**config.mk**
```make
export PLATFORM = sky130hd
export DESIGN_NAME = skxt_compress
export DESIGN_NICKNAME = d
export VERILOG_FILES = /design/src/design/skxt_pkg.sv /design/src/design/skxt_compress.sv
export VERILOG_INCLUDE_DIRS = /design/src /design/src/design
export SDC_FILE = /design/constraint.sdc
export NUM_CORES = 2
export LEC_CHECK = 0
export BUFFER_PORTS_ARGS = -buffer_cell sky130_fd_sc_hd__buf_4
export CAP_MARGIN = 20
export CORE_AREA = 5 5 392 394
export DETAILED_ROUTE_END_ITERATION = 16
export DIE_AREA = 0 0 397 399
export GPL_TIMING_DRIVEN = 0
export HOLD_SLACK_MARGIN = 0.1
export PLACE_DENSITY = 0.57
export SYNTH_ARGS = -nofsm -noshare
export SYNTH_HDL_FRONTEND = slang
export SYNTH_SLANG_ARGS = --single-unit
```
**constraint.sdc**
```tcl
create_clock -name clock -period 25.5 [get_ports clock]
set_input_delay 2.55 -clock clock [delete_from_list [all_inputs] [get_ports clock]]
set_output_delay 2.55 -clock clock [all_outputs]
set_load 0.02 [all_outputs]
```
**src/design/sha256_keystream_xor_tag_macros.svh**
```systemverilog
// assertion macros shared by the keystream block modules
// no dependencies; included by files that carry assertions
`ifndef SHA256_KEYSTREAM_XOR_TAG_MACROS_SVH
`define SHA256_KEYSTREAM_XOR_TAG_MACROS_SVH

// checked property, masked while reset is high
`define SKXT_ASSERT(lbl, clk, rst, prop, msg) \
   lbl: assert property (@(posedge clk) disable iff (rst) prop) else $error(msg);

// checked property, live during reset as well
`define SKXT_ASSERT_ALWAYS(lbl, clk, prop, msg) \
   lbl: assert property (@(posedge clk) prop) else $error(msg);

`endif

```
**src/design/skxt_pkg.sv**
```systemverilog
// types, constants and helper functions for the sha-256 keystream block
// used by skxt_compress and sha256_keystream_xor_tag
package skxt_pkg;

   typedef logic [7:0][31:0]  chain_type;
   typedef logic [15:0][31:0] block_type;
   typedef logic [63:0][7:0]  bytes_type;

   localparam chain_type H_INIT = {
      32'h5be0cd19, 32'h1f83d9ab, 32'h9b05688c, 32'h510e527f,
      32'ha54ff53a, 32'h3c6ef372, 32'hbb67ae85, 32'h6a09e667};

   localparam logic [31:0] K_ROUND [64] = '{
      32'h428a2f98, 32'h71374491, 32'hb5c0fbcf, 32'he9b5dba5,
      32'h3956c25b, 32'h59f111f1, 32'h923f82a4, 32'hab1c5ed5,
      32'hd807aa98, 32'h12835b01, 32'h243185be, 32'h550c7dc3,
      32'h72be5d74, 32'h80deb1fe, 32'h9bdc06a7, 32'hc19bf174,
      32'he49b69c1, 32'hefbe4786, 32'h0fc19dc6, 32'h240ca1cc,
      32'h2de92c6f, 32'h4a7484aa, 32'h5cb0a9dc, 32'h76f988da,
      32'h983e5152, 32'ha831c66d, 32'hb00327c8, 32'hbf597fc7,
      32'hc6e00bf3, 32'hd5a79147, 32'h06ca6351, 32'h14292967,
      32'h27b70a85, 32'h2e1b2138, 32'h4d2c6dfc, 32'h53380d13,
      32'h650a7354, 32'h766a0abb, 32'h81c2c92e, 32'h92722c85,
      32'ha2bfe8a1, 32'ha81a664b, 32'hc24b8b70, 32'hc76c51a3,
      32'hd192e819, 32'hd6990624, 32'hf40e3585, 32'h106aa070,
      32'h19a4c116, 32'h1e376c08, 32'h2748774c, 32'h34b0bcb5,
      32'h391c0cb3, 32'h4ed8aa4a, 32'h5b9cca4f, 32'h682e6ff3,
      32'h748f82ee, 32'h78a5636f, 32'h84c87814, 32'h8cc70208,
      32'h90befffa, 32'ha4506ceb, 32'hbef9a3f7, 32'hc67178f2};

   localparam logic [3:0] CSR_KEY0      = 4'd0;
   localparam logic [3:0] CSR_KEY1      = 4'd1;
   localparam logic [3:0] CSR_KEY2      = 4'd2;
   localparam logic [3:0] CSR_KEY3      = 4'd3;
   localparam logic [3:0] CSR_SALT_LOW  = 4'd4;
   localparam logic [3:0] CSR_SALT_HIGH = 4'd5;
   localparam logic [3:0] CSR_DECRYPT   = 4'd6;
   localparam logic [3:0] CSR_EXP_TAG   = 4'd7;

   localparam logic [7:0] PAD_MARK    = 8'h80;
   localparam logic [5:0] PREFIX_LAST = 6'd43;
   localparam logic [5:0] LEN_POS     = 6'd56;
   localparam logic [5:0] BLOCK_LAST  = 6'd63;
   // bit lengths of the two short hashes (44 and 36 bytes)
   localparam logic [15:0] BASE_BITS  = 16'd352;
   localparam logic [15:0] CHUNK_BITS = 16'd288;

   function automatic logic [31:0] rotr(input logic [31:0] x, input int unsigned n);
      logic [63:0] d;
      d = {x, x} >> n;
      return d[31:0];
   endfunction

   // byte 0 is the most significant byte of word 0
   function automatic block_type pack_block(input bytes_type b);
      block_type w;
      for (int j = 0; j < 16; j++) begin
         w[j] = {b[4*j], b[4*j+1], b[4*j+2], b[4*j+3]};
      end
      return w;
   endfunction

   // digest in byte order, byte i at bits 8i
   function automatic logic [255:0] digest_bytes(input chain_type h);
      logic [255:0] r;
      for (int i = 0; i < 32; i++) begin
         r[8*i +: 8] = h[i/4][8*(3-(i%4)) +: 8];
      end
      return r;
   endfunction

endpackage

```
**src/design/skxt_compress.sv**
```systemverilog
// iterative sha-256 compression, one round per cycle, 16-word schedule window
// depends on skxt_pkg and the assertion macro header
`include "sha256_keystream_xor_tag_macros.svh"

module skxt_compress (
   input  logic               clock,
   input  logic               reset,
   input  logic               start,
   input  skxt_pkg::chain_type chain_in,
   input  skxt_pkg::block_type block_in,
   output logic               done,
   output skxt_pkg::chain_type digest_out
);

   logic                run_ff, run_in;
   logic                done_ff, done_in;
   logic [5:0]          cnt_ff, cnt_in;
   skxt_pkg::chain_type v_ff, v_in;
   skxt_pkg::block_type w_ff, w_in;

   logic [31:0] s0, s1, w_next, big_s0, big_s1, ch, maj, t1, t2;

   always_comb begin
      s0 = skxt_pkg::rotr(w_ff[1], 7) ^ skxt_pkg::rotr(w_ff[1], 18) ^ (w_ff[1] >> 3);
      s1 = skxt_pkg::rotr(w_ff[14], 17) ^ skxt_pkg::rotr(w_ff[14], 19) ^ (w_ff[14] >> 10);
      w_next = w_ff[0] + s0 + w_ff[9] + s1;
      big_s1 = skxt_pkg::rotr(v_ff[4], 6) ^ skxt_pkg::rotr(v_ff[4], 11)
             ^ skxt_pkg::rotr(v_ff[4], 25);
      ch = (v_ff[4] & v_ff[5]) ^ (~v_ff[4] & v_ff[6]);
      t1 = v_ff[7] + big_s1 + ch + skxt_pkg::K_ROUND[cnt_ff] + w_ff[0];
      big_s0 = skxt_pkg::rotr(v_ff[0], 2) ^ skxt_pkg::rotr(v_ff[0], 13)
             ^ skxt_pkg::rotr(v_ff[0], 22);
      maj = (v_ff[0] & v_ff[1]) ^ (v_ff[0] & v_ff[2]) ^ (v_ff[1] & v_ff[2]);
      t2 = big_s0 + maj;

      run_in  = run_ff;
      cnt_in  = cnt_ff;
      done_in = 1'b0;
      v_in    = v_ff;
      w_in    = w_ff;
      if (start) begin
         run_in = 1'b1;
         cnt_in = '0;
         v_in   = chain_in;
         w_in   = block_in;
      end else if (run_ff) begin
         v_in[7] = v_ff[6];
         v_in[6] = v_ff[5];
         v_in[5] = v_ff[4];
         v_in[4] = v_ff[3] + t1;
         v_in[3] = v_ff[2];
         v_in[2] = v_ff[1];
         v_in[1] = v_ff[0];
         v_in[0] = t1 + t2;
         for (int j = 0; j < 15; j++) begin
            w_in[j] = w_ff[j+1];
         end
         w_in[15] = w_next;
         cnt_in = cnt_ff + 6'd1;
         if (cnt_ff == skxt_pkg::BLOCK_LAST) begin
            run_in  = 1'b0;
            done_in = 1'b1;
         end
      end
   end

   always_ff @(posedge clock) begin
      if (reset) begin
         run_ff  <= 1'b0;
         done_ff <= 1'b0;
         cnt_ff  <= '0;
      end else begin
         run_ff  <= run_in;
         done_ff <= done_in;
         cnt_ff  <= cnt_in;
      end
      v_ff <= v_in;
      w_ff <= w_in;
   end

   always_comb begin
      for (int i = 0; i < 8; i++) begin
         digest_out[i] = chain_in[i] + v_ff[i];
      end
   end

   assign done = done_ff;

   `SKXT_ASSERT(a_no_restart, clock, reset, start |-> !run_ff, "start while rounds run")
   `SKXT_ASSERT(a_done_on_end, clock, reset, $fell(run_ff) |-> done_ff, "rounds ended without done")
   `SKXT_ASSERT(a_idle_count, clock, reset, !run_ff |-> cnt_ff == 6'd0, "round count not parked")

endmodule

```
==> flow_metrics.env <==
export IMPL_path_buf_inv=7
export IMPL_crit_path_top_delay_cell="a2111oi_0"
export IMPL_crit_fanout=23
export IMPL_totalWireLength_mm=276
export IMPL_fin_skew_ns=0.0630
export IMPL_ant_nets=0
export IMPL_endpoint_kind="flop"
export IMPL_drc_errors=0
export IMPL_final_hold_viol_count=0
export IMPL_yosysWarningCount=0
export IMPL_grt_pass1_vias=49400
export IMPL_max_cap_violations=0
export IMPL_syn_nets=6937
export IMPL_ys_types=76
export IMPL_final_util_pct=49.7
export IMPL_final_common_cell="buf_4"
export IMPL_synth_xor_area_share_pct=8.19
export IMPL_tightest_slew_ns=1.13
export IMPL_use_met1_pct=44.7
export IMPL_synth_edf_count=768
export IMPL_crit_required_ns=26.04
export IMPL_rows=142
export IMPL_synthAdderAreaFrac_pct=15.1
export IMPL_cts_tree="done"
export IMPL_ctsLongestPathBuffers=3
export IMPL_synth_area_mux_share_pct=13.0
export IMPL_synthArstFlopShare_pct=0
export IMPL_dieArea_mm2=0.158
export IMPL_first_pass_iters=6
export IMPL_cts_buffers=92
export IMPL_synth_simple_area_share_pct=7.32
export IMPL_syn2layout_area_growth_pct=23.0
export IMPL_use_met3_pct=8.54
export IMPL_die_h_um=399
export IMPL_grt_start_max_net_pins=72
export IMPL_cp_start_kind="flop"
export IMPL_nets=8078
export IMPL_synth_sequential_area_ratio_pct=38.5
export IMPL_htreeDepth=3
export IMPL_met2_usage_pct=52.2
export IMPL_hold_buffers=0
export IMPL_fmax_ghz=0.0887
export IMPL_dpl_hpwl_mm=231
export IMPL_grtUsageTotal_pct=33.3
export IMPL_postSynthCellCount=5571
export IMPL_arrival_ns=11.81
export IMPL_finalCriticalPeriod_ns=11.28
export IMPL_layout_common_cells="buf_4 (1028), edfxtp_1 (768), mux2_2 (674)"
export IMPL_syn_cell_area_mm2=0.0603
export IMPL_clk_latency_ns=0.76
export IMPL_syn_avg_cell_area_um2=10.8
export IMPL_slowest_delay_ns=0.99
export IMPL_cts_resized=0
export IMPL_ys_ff_latch=776
export IMPL_max_slew_margin_rel_pct=24.9
export IMPL_grt_busiest_layer="met2"
export IMPL_final_layout_size_suffix_gt1_share_pct=27.9
export IMPL_grt_pass1_wl_mm=374
export IMPL_cts_setup_buffers=0
export IMPL_grt_antenna_before_repair=60
export IMPL_setup_viol=0
export IMPL_drv_slew=0
export IMPL_rsz0062_at_grt="no"
export IMPL_cts_clk_slew_worst_paths_ns=0.07
export IMPL_core_mm2=0.149
export IMPL_drt_initial_drc_count=5015
export IMPL_gr_total_overflow=0
export IMPL_start_util_pct=40.4
export IMPL_hp_class="reg -> reg"
export IMPL_ios=1028
export IMPL_period_share_pct=44.2
export IMPL_path_delay_family="compound AO/OA/AOI/OAI gates"
export IMPL_synth_compound_area_share_pct=13.6
export IMPL_synth_top_family_by_area="adder cells"
export IMPL_critical_path_class="reg -> reg"
export IMPL_wl_per_cell_um=31.2
export IMPL_root_buffer="clkbuf_16"
export IMPL_ys_flop_type="edfxtp_1"
export IMPL_via_count=50000
export IMPL_viasPerCell=5.66
export IMPL_die_width_um=397
export IMPL_place_congestion=1.02
export IMPL_port_buffers=1026
export IMPL_status="complete, no violations"
export IMPL_cts_sinks=776
[per-layer routing]
layer | routed length (um) | part of all wire (%)
met2 | 124000 | 45
met4 | 10800 | 3.9
met5 | 107 | 0.039
met3 | 24700 | 9.0
met1 | 116000 | 42
[stage by stage]
| stage | TNS, ns | std cells | area (um^2) | setup WS (ns) | hold WS [ns] |
|---|---|---|---|---|---|
| finish | 0 | 8847 | 74200 | 14.22 | 0.509 |
| global route | 0 | 8826 | 74200 | 13.77 | 0.534 |
| CTS | 0 | 8806 | 74100 | 14.40 | 0.508 |
| detailed placement | 0 | 8634 | 71000 | 14.42 | 0.533 |
| global placement | -4758.36 | 8613 | 70500 | -6.29 | 0.527 |
| floorplan | 0 | 5571 | 60300 | 4.44 | 0.525 |
[final timing paths]
check / slack, ns / to / from / cells after the start
setup / recovery: 14.22 / v_ff[29]$_DFFE_PP_ / cnt_ff[2]$_SDFFE_PP0P_ / 34
hold / removal: 0.51 / w_ff[326]$_DFFE_PP_ / w_ff[358]$_DFFE_PP_ / 1
setup reg to reg: 14.22 / v_ff[29]$_DFFE_PP_ / cnt_ff[2]$_SDFFE_PP0P_ / 34
hold reg to reg: 0.51 / w_ff[326]$_DFFE_PP_ / w_ff[358]$_DFFE_PP_ / 1
[flip-flops by register name, indices dropped and copies added (netlist names)]
name    flops
w_ff      512
v_ff      256
cnt_ff      6
done        1
run_ff      1
[final cells by class]
cell class,count,area (um^2)
timing repair buffer,1047,8150
multi-input combinational,4107,34500
sequential,776,23200
clock buffer,105,2350
inverter,458,1720
antenna,41,103
tap,2016,2520
fill,13700,75200
clock inverter,67,744
buffer,230,867
[worst reg2reg max path, delay by kind of cell (launching register included)]
kind	cells	cell delay, ns
AOI/OAI and AO/OA	20	5.22
xor gates and xnor gates	1	0.83
adders and majority gates	5	2.05
buffers and inverters	7	2.09
DFF	1	0.75
and+or+nand+nor	1	0.14
[cells by family (layout without fill, tap and decap cells)]
family / Yosys count / in the layout
AO/OA/AOI/OAI: 1281 / 1281
AND/OR/NAND/NOR: 952 / 952
flip-flops: 776 / 776
multiplexers: 693 / 693
buffers and inverters: 688 / 1907
adder cells (fa/ha/maj): 617 / 617
XOR/XNOR: 564 / 564
other: 0 / 41
[synth_stat cells (169+ instances only)]
master    instances  area, um^2
nor2_1          272        1020
ha_1            399        4990
o21ai_0         327        1640
mux2_2          674        7590
nand2_1         316        1190
edfxtp_1        768       23100
xnor2_1         355        3110
clkbuf_1        213         800
inv_1           454        1700
xor2_1          209        1830
a21o_1          169        1270
fa_1            196        3920
a21oi_1         335        1680
Power is left out: the tool's default activity adds up to more than one toggle a clock period on the data nets, which glitch-free logic cannot reach.
